<file path="src/rtl/hsv_pkg.sv">
// Shared constants, types and sector codes for the HSV to RGB converter.
package hsv_pkg;

    // Fixed-point format of saturation and value
    localparam int FRAC_BITS  = 14;
    localparam int ONE        = 1 << FRAC_BITS;
    localparam int UNIT_W     = FRAC_BITS + 1;

    // Port widths
    localparam int IN_W       = 16;
    localparam int CHAN_W     = 8;

    // Hue wrap: bias makes any 16-bit signed hue positive, a multiple of 360
    localparam int HUE_WRAP   = 360;
    localparam int SECTOR_DEG = 60;
    localparam int HUE_BIAS   = ((2 ** (IN_W - 1) + HUE_WRAP - 1) / HUE_WRAP) * HUE_WRAP;
    localparam int U_W        = IN_W + 1;
    localparam int HUE_DIV_SH = 24;
    localparam int HUE_DIV_M  = (2 ** HUE_DIV_SH + HUE_WRAP - 1) / HUE_WRAP;
    localparam int HUE_M_W    = 16;
    localparam int HUE_P_W    = U_W + HUE_M_W;
    localparam int HUE_Q_W    = 8;
    localparam int REM_W      = 9;
    localparam int K_W        = 6;

    // Component datapath widths
    localparam int INNER_MAX  = SECTOR_DEG * ONE;
    localparam int INNER_W    = FRAC_BITS + K_W;
    localparam int SK_W       = UNIT_W + K_W;
    localparam int PROD_W     = UNIT_W + INNER_W;
    localparam int SCALE_W    = PROD_W + CHAN_W;
    localparam int Y_W        = SCALE_W - 2 * FRAC_BITS;

    // Divide by 60 via reciprocal, exact for y < 23831 (y stays below 15361)
    localparam int DIV60_SH   = 20;
    localparam int DIV60_M    = (2 ** DIV60_SH + SECTOR_DEG - 1) / SECTOR_DEG;
    localparam int DIV60_M_W  = 15;
    localparam int Z_W        = Y_W + DIV60_M_W;

    // Component lanes
    localparam int LANES  = 4;
    localparam int LANE_V = 0;
    localparam int LANE_P = 1;
    localparam int LANE_Q = 2;
    localparam int LANE_T = 3;

    // Hue sectors, 60 degrees each
    typedef enum logic [2:0] {
        SEC_R_Y = 3'd0,
        SEC_Y_G = 3'd1,
        SEC_G_C = 3'd2,
        SEC_C_B = 3'd3,
        SEC_B_M = 3'd4,
        SEC_M_R = 3'd5
    } sector_t;

    typedef struct packed {
        logic    valid;
        sector_t sector;
    } tag_t;

endpackage

</file>
<file path="src/rtl/hsv_hue.sv">
// Hue wrap, sector split and saturation/value clamp: three pipeline stages.
module hsv_hue
    import hsv_pkg::*;
(
    input  logic                clk,
    input  logic                rst_n,
    input  logic                start,
    input  logic [IN_W-1:0]     hue_deg,
    input  logic [IN_W-1:0]     saturation,
    input  logic [IN_W-1:0]     brightness,
    output tag_t                tag,
    output logic [K_W-1:0]      rem,
    output logic [UNIT_W-1:0]   sat,
    output logic [UNIT_W-1:0]   val
);

    function automatic logic [UNIT_W-1:0] clamp_unit(input logic [IN_W-1:0] x);
        logic [UNIT_W-1:0] res;
        if (x[IN_W-1]) begin
            res = '0;
        end
        else if (x > IN_W'(ONE)) begin
            res = UNIT_W'(ONE);
        end
        else begin
            res = x[UNIT_W-1:0];
        end
        return res;
    endfunction

    // stage 1: bias hue positive, reciprocal multiply for /360
    logic [U_W-1:0]     u_next;
    logic [HUE_P_W-1:0] qprod_next;
    logic               valid1_reg;
    logic [U_W-1:0]     u1_reg;
    logic [HUE_Q_W-1:0] q1_reg;
    logic [UNIT_W-1:0]  s1_reg;
    logic [UNIT_W-1:0]  v1_reg;

    assign u_next     = U_W'(signed'(hue_deg)) + U_W'(HUE_BIAS);
    assign qprod_next = HUE_P_W'(u_next) * HUE_P_W'(HUE_DIV_M);

    // stage 2: remainder mod 360
    logic [U_W-1:0]     qmul;
    logic [REM_W-1:0]   rem2_next;
    logic               valid2_reg;
    logic [REM_W-1:0]   rem2_reg;
    logic [UNIT_W-1:0]  s2_reg;
    logic [UNIT_W-1:0]  v2_reg;

    assign qmul      = U_W'(q1_reg) * U_W'(HUE_WRAP);
    assign rem2_next = REM_W'(u1_reg - qmul);

    // stage 3: sector and offset inside sector
    sector_t            sector_next;
    logic [REM_W-1:0]   base;
    logic [K_W-1:0]     r3_next;
    tag_t               tag3_reg;
    logic [K_W-1:0]     r3_reg;
    logic [UNIT_W-1:0]  s3_reg;
    logic [UNIT_W-1:0]  v3_reg;

    always_comb
    begin
        if (rem2_reg >= REM_W'(5 * SECTOR_DEG)) begin
            sector_next = SEC_M_R;
            base        = REM_W'(5 * SECTOR_DEG);
        end
        else if (rem2_reg >= REM_W'(4 * SECTOR_DEG)) begin
            sector_next = SEC_B_M;
            base        = REM_W'(4 * SECTOR_DEG);
        end
        else if (rem2_reg >= REM_W'(3 * SECTOR_DEG)) begin
            sector_next = SEC_C_B;
            base        = REM_W'(3 * SECTOR_DEG);
        end
        else if (rem2_reg >= REM_W'(2 * SECTOR_DEG)) begin
            sector_next = SEC_G_C;
            base        = REM_W'(2 * SECTOR_DEG);
        end
        else if (rem2_reg >= REM_W'(SECTOR_DEG)) begin
            sector_next = SEC_Y_G;
            base        = REM_W'(SECTOR_DEG);
        end
        else begin
            sector_next = SEC_R_Y;
            base        = '0;
        end
    end

    assign r3_next = K_W'(rem2_reg - base);

    always_ff @(posedge clk or negedge rst_n)
    begin
        if (!rst_n) begin
            valid1_reg <= 1'b0;
            valid2_reg <= 1'b0;
            tag3_reg   <= '0;
        end
        else begin
            valid1_reg      <= start;
            valid2_reg      <= valid1_reg;
            tag3_reg.valid  <= valid2_reg;
            tag3_reg.sector <= sector_next;
        end
    end

    always_ff @(posedge clk)
    begin
        u1_reg   <= u_next;
        q1_reg   <= qprod_next[HUE_DIV_SH +: HUE_Q_W];
        s1_reg   <= clamp_unit(saturation);
        v1_reg   <= clamp_unit(brightness);
        rem2_reg <= rem2_next;
        s2_reg   <= s1_reg;
        v2_reg   <= v1_reg;
        r3_reg   <= r3_next;
        s3_reg   <= s2_reg;
        v3_reg   <= v2_reg;
    end

    assign tag = tag3_reg;
    assign rem = r3_reg;
    assign sat = s3_reg;
    assign val = v3_reg;

endmodule

</file>
<file path="src/rtl/hsv_comp.sv">
// Four component lanes (v, p, q, t): five pipeline stages of exact fixed point.
module hsv_comp
    import hsv_pkg::*;
(
    input  logic                            clk,
    input  logic                            rst_n,
    input  tag_t                            tag_in,
    input  logic [K_W-1:0]                  rem_in,
    input  logic [UNIT_W-1:0]               sat_in,
    input  logic [UNIT_W-1:0]               val_in,
    output tag_t                            tag_out,
    output logic [LANES-1:0][CHAN_W-1:0]    chan
);

    logic [K_W-1:0]     k      [LANES];
    logic [SK_W-1:0]    sk_reg [LANES];
    logic [INNER_W-1:0] inner_reg [LANES];
    logic [PROD_W-1:0]  prod_reg  [LANES];
    logic [SCALE_W-1:0] scaled    [LANES];
    logic [Y_W-1:0]     y_reg     [LANES];
    logic [Z_W-1:0]     z_reg     [LANES];
    logic [UNIT_W-1:0]  va_reg;
    logic [UNIT_W-1:0]  vb_reg;
    tag_t               tag_a_reg;
    tag_t               tag_b_reg;
    tag_t               tag_c_reg;
    tag_t               tag_d_reg;
    tag_t               tag_e_reg;

    // weight k per lane: inner = 60*ONE - s*k
    always_comb
    begin
        k[LANE_V] = '0;
        k[LANE_P] = K_W'(SECTOR_DEG);
        k[LANE_Q] = rem_in;
        k[LANE_T] = K_W'(SECTOR_DEG) - rem_in;
    end

    always_comb
    begin
        for (int i = 0; i < LANES; i++) begin
            scaled[i] = {SCALE_W'(prod_reg[i]) << CHAN_W} - SCALE_W'(prod_reg[i]);
        end
    end

    always_ff @(posedge clk or negedge rst_n)
    begin
        if (!rst_n) begin
            tag_a_reg <= '0;
            tag_b_reg <= '0;
            tag_c_reg <= '0;
            tag_d_reg <= '0;
            tag_e_reg <= '0;
        end
        else begin
            tag_a_reg <= tag_in;
            tag_b_reg <= tag_a_reg;
            tag_c_reg <= tag_b_reg;
            tag_d_reg <= tag_c_reg;
            tag_e_reg <= tag_d_reg;
        end
    end

    always_ff @(posedge clk)
    begin
        va_reg <= val_in;
        vb_reg <= va_reg;
        for (int i = 0; i < LANES; i++) begin
            sk_reg[i]    <= SK_W'(sat_in) * SK_W'(k[i]);
            inner_reg[i] <= INNER_W'(INNER_MAX) - INNER_W'(sk_reg[i]);
            prod_reg[i]  <= PROD_W'(vb_reg) * PROD_W'(inner_reg[i]);
            // times 255, then drop 2*FRAC_BITS
            y_reg[i]     <= scaled[i][SCALE_W-1 -: Y_W];
            // divide by 60
            z_reg[i]     <= Z_W'(y_reg[i]) * Z_W'(DIV60_M);
        end
    end

    always_comb
    begin
        for (int i = 0; i < LANES; i++) begin
            chan[i] = z_reg[i][DIV60_SH +: CHAN_W];
        end
    end

    assign tag_out = tag_e_reg;

endmodule

</file>
<file path="src/rtl/hsv_to_rgb_converter.sv">
// Top level of the HSV to RGB converter: hue stages, component lanes, channel select.
//
//  channel | ports                                    | handshake
//  --------+------------------------------------------+-------------------------------
//  input   | hue_deg, saturation, brightness (16b s)  | word taken when start && !busy
//  result  | red, green, blue (8b u)                  | done high for one cycle/word
//
// One word enters per clock; busy is always low. A word passes the hue
// wrap/sector split stages, the component lanes (k*s, inner term,
// v*inner multiply, x255 scale, divide by 60) and the channel select
// register. Reset (rst_n, async) clears only the valid and tag registers,
// not the datapath, so nothing is in flight afterwards. The receiver cannot stall;
// results stream out in input order with no back-pressure.
module hsv_to_rgb_converter
    import hsv_pkg::*;
(
    input  logic              clk,
    input  logic              rst_n,
    input  logic              start,
    output logic              busy,
    input  logic [IN_W-1:0]   hue_deg,
    input  logic [IN_W-1:0]   saturation,
    input  logic [IN_W-1:0]   brightness,
    output logic              done,
    output logic [CHAN_W-1:0] red,
    output logic [CHAN_W-1:0] green,
    output logic [CHAN_W-1:0] blue
);

    tag_t                         hue_tag;
    logic [K_W-1:0]               hue_rem;
    logic [UNIT_W-1:0]            hue_sat;
    logic [UNIT_W-1:0]            hue_val;
    tag_t                         comp_tag;
    logic [LANES-1:0][CHAN_W-1:0] comp_chan;

    logic [CHAN_W-1:0] red_next;
    logic [CHAN_W-1:0] green_next;
    logic [CHAN_W-1:0] blue_next;
    logic [CHAN_W-1:0] red_reg;
    logic [CHAN_W-1:0] green_reg;
    logic [CHAN_W-1:0] blue_reg;
    logic              done_reg;

    // fully pipelined, never holds off a word
    assign busy = 1'b0;

    hsv_hue u_hue (
        .clk        (clk),
        .rst_n      (rst_n),
        .start      (start),
        .hue_deg    (hue_deg),
        .saturation (saturation),
        .brightness (brightness),
        .tag        (hue_tag),
        .rem        (hue_rem),
        .sat        (hue_sat),
        .val        (hue_val)
    );

    hsv_comp u_comp (
        .clk     (clk),
        .rst_n   (rst_n),
        .tag_in  (hue_tag),
        .rem_in  (hue_rem),
        .sat_in  (hue_sat),
        .val_in  (hue_val),
        .tag_out (comp_tag),
        .chan    (comp_chan)
    );

    // six-way placement of v, p, q, t by sector
    always_comb
    begin
        unique case (comp_tag.sector)
            SEC_Y_G:
            begin
                red_next   = comp_chan[LANE_Q];
                green_next = comp_chan[LANE_V];
                blue_next  = comp_chan[LANE_P];
            end
            SEC_G_C:
            begin
                red_next   = comp_chan[LANE_P];
                green_next = comp_chan[LANE_V];
                blue_next  = comp_chan[LANE_T];
            end
            SEC_C_B:
            begin
                red_next   = comp_chan[LANE_P];
                green_next = comp_chan[LANE_Q];
                blue_next  = comp_chan[LANE_V];
            end
            SEC_B_M:
            begin
                red_next   = comp_chan[LANE_T];
                green_next = comp_chan[LANE_P];
                blue_next  = comp_chan[LANE_V];
            end
            SEC_M_R:
            begin
                red_next   = comp_chan[LANE_V];
                green_next = comp_chan[LANE_P];
                blue_next  = comp_chan[LANE_Q];
            end
            SEC_R_Y:
            begin
                red_next   = comp_chan[LANE_V];
                green_next = comp_chan[LANE_T];
                blue_next  = comp_chan[LANE_P];
            end
            default:
            begin
                red_next   = comp_chan[LANE_V];
                green_next = comp_chan[LANE_T];
                blue_next  = comp_chan[LANE_P];
            end
        endcase
    end

    always_ff @(posedge clk or negedge rst_n)
    begin
        if (!rst_n) begin
            done_reg <= 1'b0;
        end
        else begin
            done_reg <= comp_tag.valid;
        end
    end

    always_ff @(posedge clk)
    begin
        red_reg   <= red_next;
        green_reg <= green_next;
        blue_reg  <= blue_next;
    end

    assign done  = done_reg;
    assign red   = red_reg;
    assign green = green_reg;
    assign blue  = blue_reg;

endmodule

</file>
<file path="config.mk">
export PLATFORM = sky130hd
export DESIGN_NAME = hsv_to_rgb_converter
export DESIGN_NICKNAME = d
export VERILOG_FILES = /design/src/rtl/hsv_pkg.sv /design/src/rtl/hsv_hue.sv /design/src/rtl/hsv_comp.sv /design/src/rtl/hsv_to_rgb_converter.sv
export SDC_FILE = /design/constraint.sdc
export NUM_CORES = 2
export LEC_CHECK = 0
export ABC_AREA = 1
export BUFFER_PORTS_ARGS = -buffer_cell sky130_fd_sc_hd__buf_2
export CAP_MARGIN = 20
export CORE_UTILIZATION = 59
export DETAILED_ROUTE_END_ITERATION = 8
export PLACE_DENSITY = 0.77
export SETUP_SLACK_MARGIN = 0.05
export SYNTH_ARGS = -nofsm -noshare
export SYNTH_HDL_FRONTEND = slang
export SYNTH_HIERARCHICAL = 1
export SYNTH_SLANG_ARGS = --single-unit
</file>
<file path="constraint.sdc">
create_clock -name clk -period 5.9 [get_ports clk]
set_input_delay 0.295 -clock clk [delete_from_list [all_inputs] [get_ports clk]]
set_output_delay 0.295 -clock clk [all_outputs]
set_load 0.05 [all_outputs]
</file>
==> results by group <==
Floorplanning
  • Die Y: 364 µm
  • Starting Density: 59.5%
  • Core area: 130000 µm²
  • Num rows: 132
  • Die area: 132000 µm²
  • Die width: 364 µm
  • # IOs: 77

Logic synthesis
  • Post-Syn Area per Cell: ~7.3 µm²
  • Area fraction of the dominant cell type after synthesis: 24.9%
  • Synth Flop Type: dfxtp_1
  • Synth area leader: fa_1
  • Largest family of logic cells by synthesized area: adder cells
  • Post-Syn Area: slightly below 80000 µm²
  • Post-synthesis sequential area ratio: between 10% and 20%
  • Synth Area in Compound Gates: 4.77%
  • Multiplexer share of the synthesized area: 0%
  • Mapped Cells: 10622
  • EDFF count, synth: 0
  • Register bit total from synthesis: approximately 530
  • Synth Area in Adders: 42.2%
  • Synth Area in XOR/XNOR: 2.29%
  • Synth area leaders: fa_1, ha_1, nand2_1
  • Synth top cells by count: nand2_1, inv_1, ha_1, fa_1, nor2_1
  • Synth unique cells: 55
  • Dominant cell by count in the synthesized netlist: nand2_1
  • Async SR Flop Fraction: 5.11%
  • Post-synthesis net count: ~13000
  • Synth warn: 6
  • Synth Area in Simple Gates: 22.4%

Place
  • Number of buffers added on ports: 75
  • DPL Wire Length: between 150000 and 200000 µm
  • Placer Congestion: 0.969

Finish
  • Layout Nets: 12790
  • # diodes: 0
  • Fraction of layout instances using a drive strength above 1: under 10%
  • Syn-to-layout area delta: 7.07%
  • Largest register FFs: 121

Timing
  • Final slew viol count: 0
  • Fin. Hold Viols: 0
  • Fin crit period: approximately 5.6 ns
  • FMAX: 178 MHz
  • Slew @ Worst Pin: around 0.84 ns
  • Skew final: 0.0481 ns
  • Slew HR: 44.0%
  • Setup TNS: 0 ns
  • RSZ-0062 raised after global routing: false
  • Setup Viol. Count Final: 0
  • Fin crit share: a little over nine tenths

Global route
  • Total congestion overflow: 0
  • Largest net degree at the start of global routing: 38
  • Vias in the first global route: 66785
  • Initial antenna violation count: 2
  • Total GRT Usage: around 31%
  • First-pass GRT wire length: 330000 µm

Clocking
  • Clock insertion delay at the later pin of the skew report: 0.70 ns
  • TritonCTS clock tree: done
  • Reg clk slew, reported paths: 0.07 ns
  • Root Buffer: clkbuf_16
  • Clock Tree Buf Depth: 3
  • CTS Sinks: around 530
  • TritonCTS Buffers: 61
  • Htree depth: 2

Critical path
  • Crit Reg-Reg Endpoint: u_comp/prod_reg[2][33]
  • Critical Path RT: 6.48 ns
  • Worst setup SP type: flip-flop
  • CP endpoint: u_comp/prod_reg[2][33]
  • Reg2reg path depth: 24
  • Crit. Startpoint: u_comp/vb_reg[0]
  • Critical Path AT: 6.20 ns
  • Worst Path Max Fanout: 13
  • Critical Path End Type: flip-flop
  • WS Path Type: flip-flop to flip-flop
  • Reg-to-Reg Start: u_comp/vb_reg[0]
  • Worst R2R Setup Slack: 0.28 ns

Outcome
  • Status: finished clean

Detailed routing
  • DRC: 0
  • Vias per cell: roughly 5.2
  • DR pass1 iterations: 7
  • WL final: 199000 µm
  • Vias: 64970
  • Antenna viol nets, final: 0
  • Average wire per standard cell: between 15 and 20 µm
  • Iter 0 DRT Violations: around 4500

Worst hold path
  • Worst min path class: input pin to flip-flop

Job
  • Max Cap Viol: 0
## layer usage
metal  up-vias  wire length (µm)  track usage [%]  part of all wire (%)
met5         -                 0                0                     0
met4         0              6400             9.85                   3.2
met3       388             13000             3.91                   6.5
met2      1991             93000             52.1                    47
met1     30708             86400             40.7                    43
li1      31883                 -                -                     -
## worst max-delay path: stages (launching register included)
cell and delay [ns]:
dfxtp_4 0.45, buf_8 0.21, nand2_1 0.08, inv_1 0.08, fa_1 0.53, inv_1 0.06, fa_1 0.52, inv_1 0.05
fa_1 0.51, inv_1 0.06, fa_1 0.54, inv_1 0.05, fa_1 0.48, inv_1 0.05, fa_1 0.48, inv_1 0.05
ha_1 0.32, a21oi_1 0.26, o21ai_0 0.18, a21oi_1 0.19, nand2_2 0.10, nand2_1 0.10, nand2_1 0.06, nand2_1 0.06
nand2_1 0.05
## how the worst min path moves through the flow
stage | start | end | slack, ns | cells past startpoint
after detailed placement | u_hue/s1_reg[6] | u_hue/s2_reg[6] | 0.31 | 0
after floorplan | rst_n | done | -0.0006 | 0
final | brightness[14] | u_hue/v1_reg[5] | 0.09 | 3
after global routing | hue_deg[7] | u_hue/u1_reg[7] | 0.08 | 3
after global placement | u_hue/s1_reg[14] | u_hue/s2_reg[14] | 0.31 | 0
after CTS | saturation[14] | u_hue/s1_reg[8] | 0.01 | 3
## metrics by stage
step / hold slack, ns / instance area (µm²) / worst slack, ns / utilization (%) / instances
after global placement: 0.310 / 79900 / 0.140 / 61.6 / 12347
after floorplan: -0.000591 / 77200 / 0.388 / - / 10622
after detailed placement: 0.312 / 79900 / 0.131 / 61.6 / 12347
after global routing: 0.0844 / 82700 / 0.0428 / 63.8 / 12505
final: 0.0861 / 82700 / 0.281 / 63.8 / 12505
after CTS: 0.0118 / 82600 / 0.0904 / 63.7 / 12504
## cells in the final DEF, fill, tap and decap left out, types with 10 or more instances in the layout
cell type	n
nor2_1	653
nor4_1	16
fa_1	960
xor2_1	142
a21o_1	30
a21boi_1	18
dlygate4sd3_1	41
a31oi_1	10
dfxtp_2	31
nand2_2	20
o21a_1	11
dfrtp_1	27
buf_4	86
a21boi_0	17
buf_12	10
o21ai_0	173
nand3_1	347
nand4_1	129
inv_1	2750
xnor2_1	60
clkbuf_16	62
nor2_4	12
nand2_1	2911
buf_2	75
o21bai_1	38
a21oi_1	344
dfxtp_1	463
ha_1	1068
inv_6	12
nor2_2	17
nor3_1	85
nand3b_1	14
## area by class of cell
class / instances / area (µm²)
Multi-Input combinational cell: 7145 / 55400
Fill cell: 11601 / 47000
Sequential cell: 528 / 10800
Inverter: 2756 / 10300
Tap cell: 1742 / 2180
Timing Repair Buffer: 218 / 1700
Clock buffer: 73 / 1680
Clock inverter: 43 / 608
## logic make-up after synthesis
family,count (synthesis)
simple gates,4248
flops,528
other cells,1
fa+ha+maj,2029
xor+xnor,202
compound gates,665
buf+inv,2949
## repair_timing
item / CTS / global route
gates resized for setup: 0 / 42
endpoints found under the hold margin: 64 / 0
endpoints found under the setup margin: 0 / 57
hold buffers: 41 / 0
setup buffers: 0 / 1
Power is not shown: default switching activity piles up to over one toggle a cycle in this logic, so the estimate is an artifact.
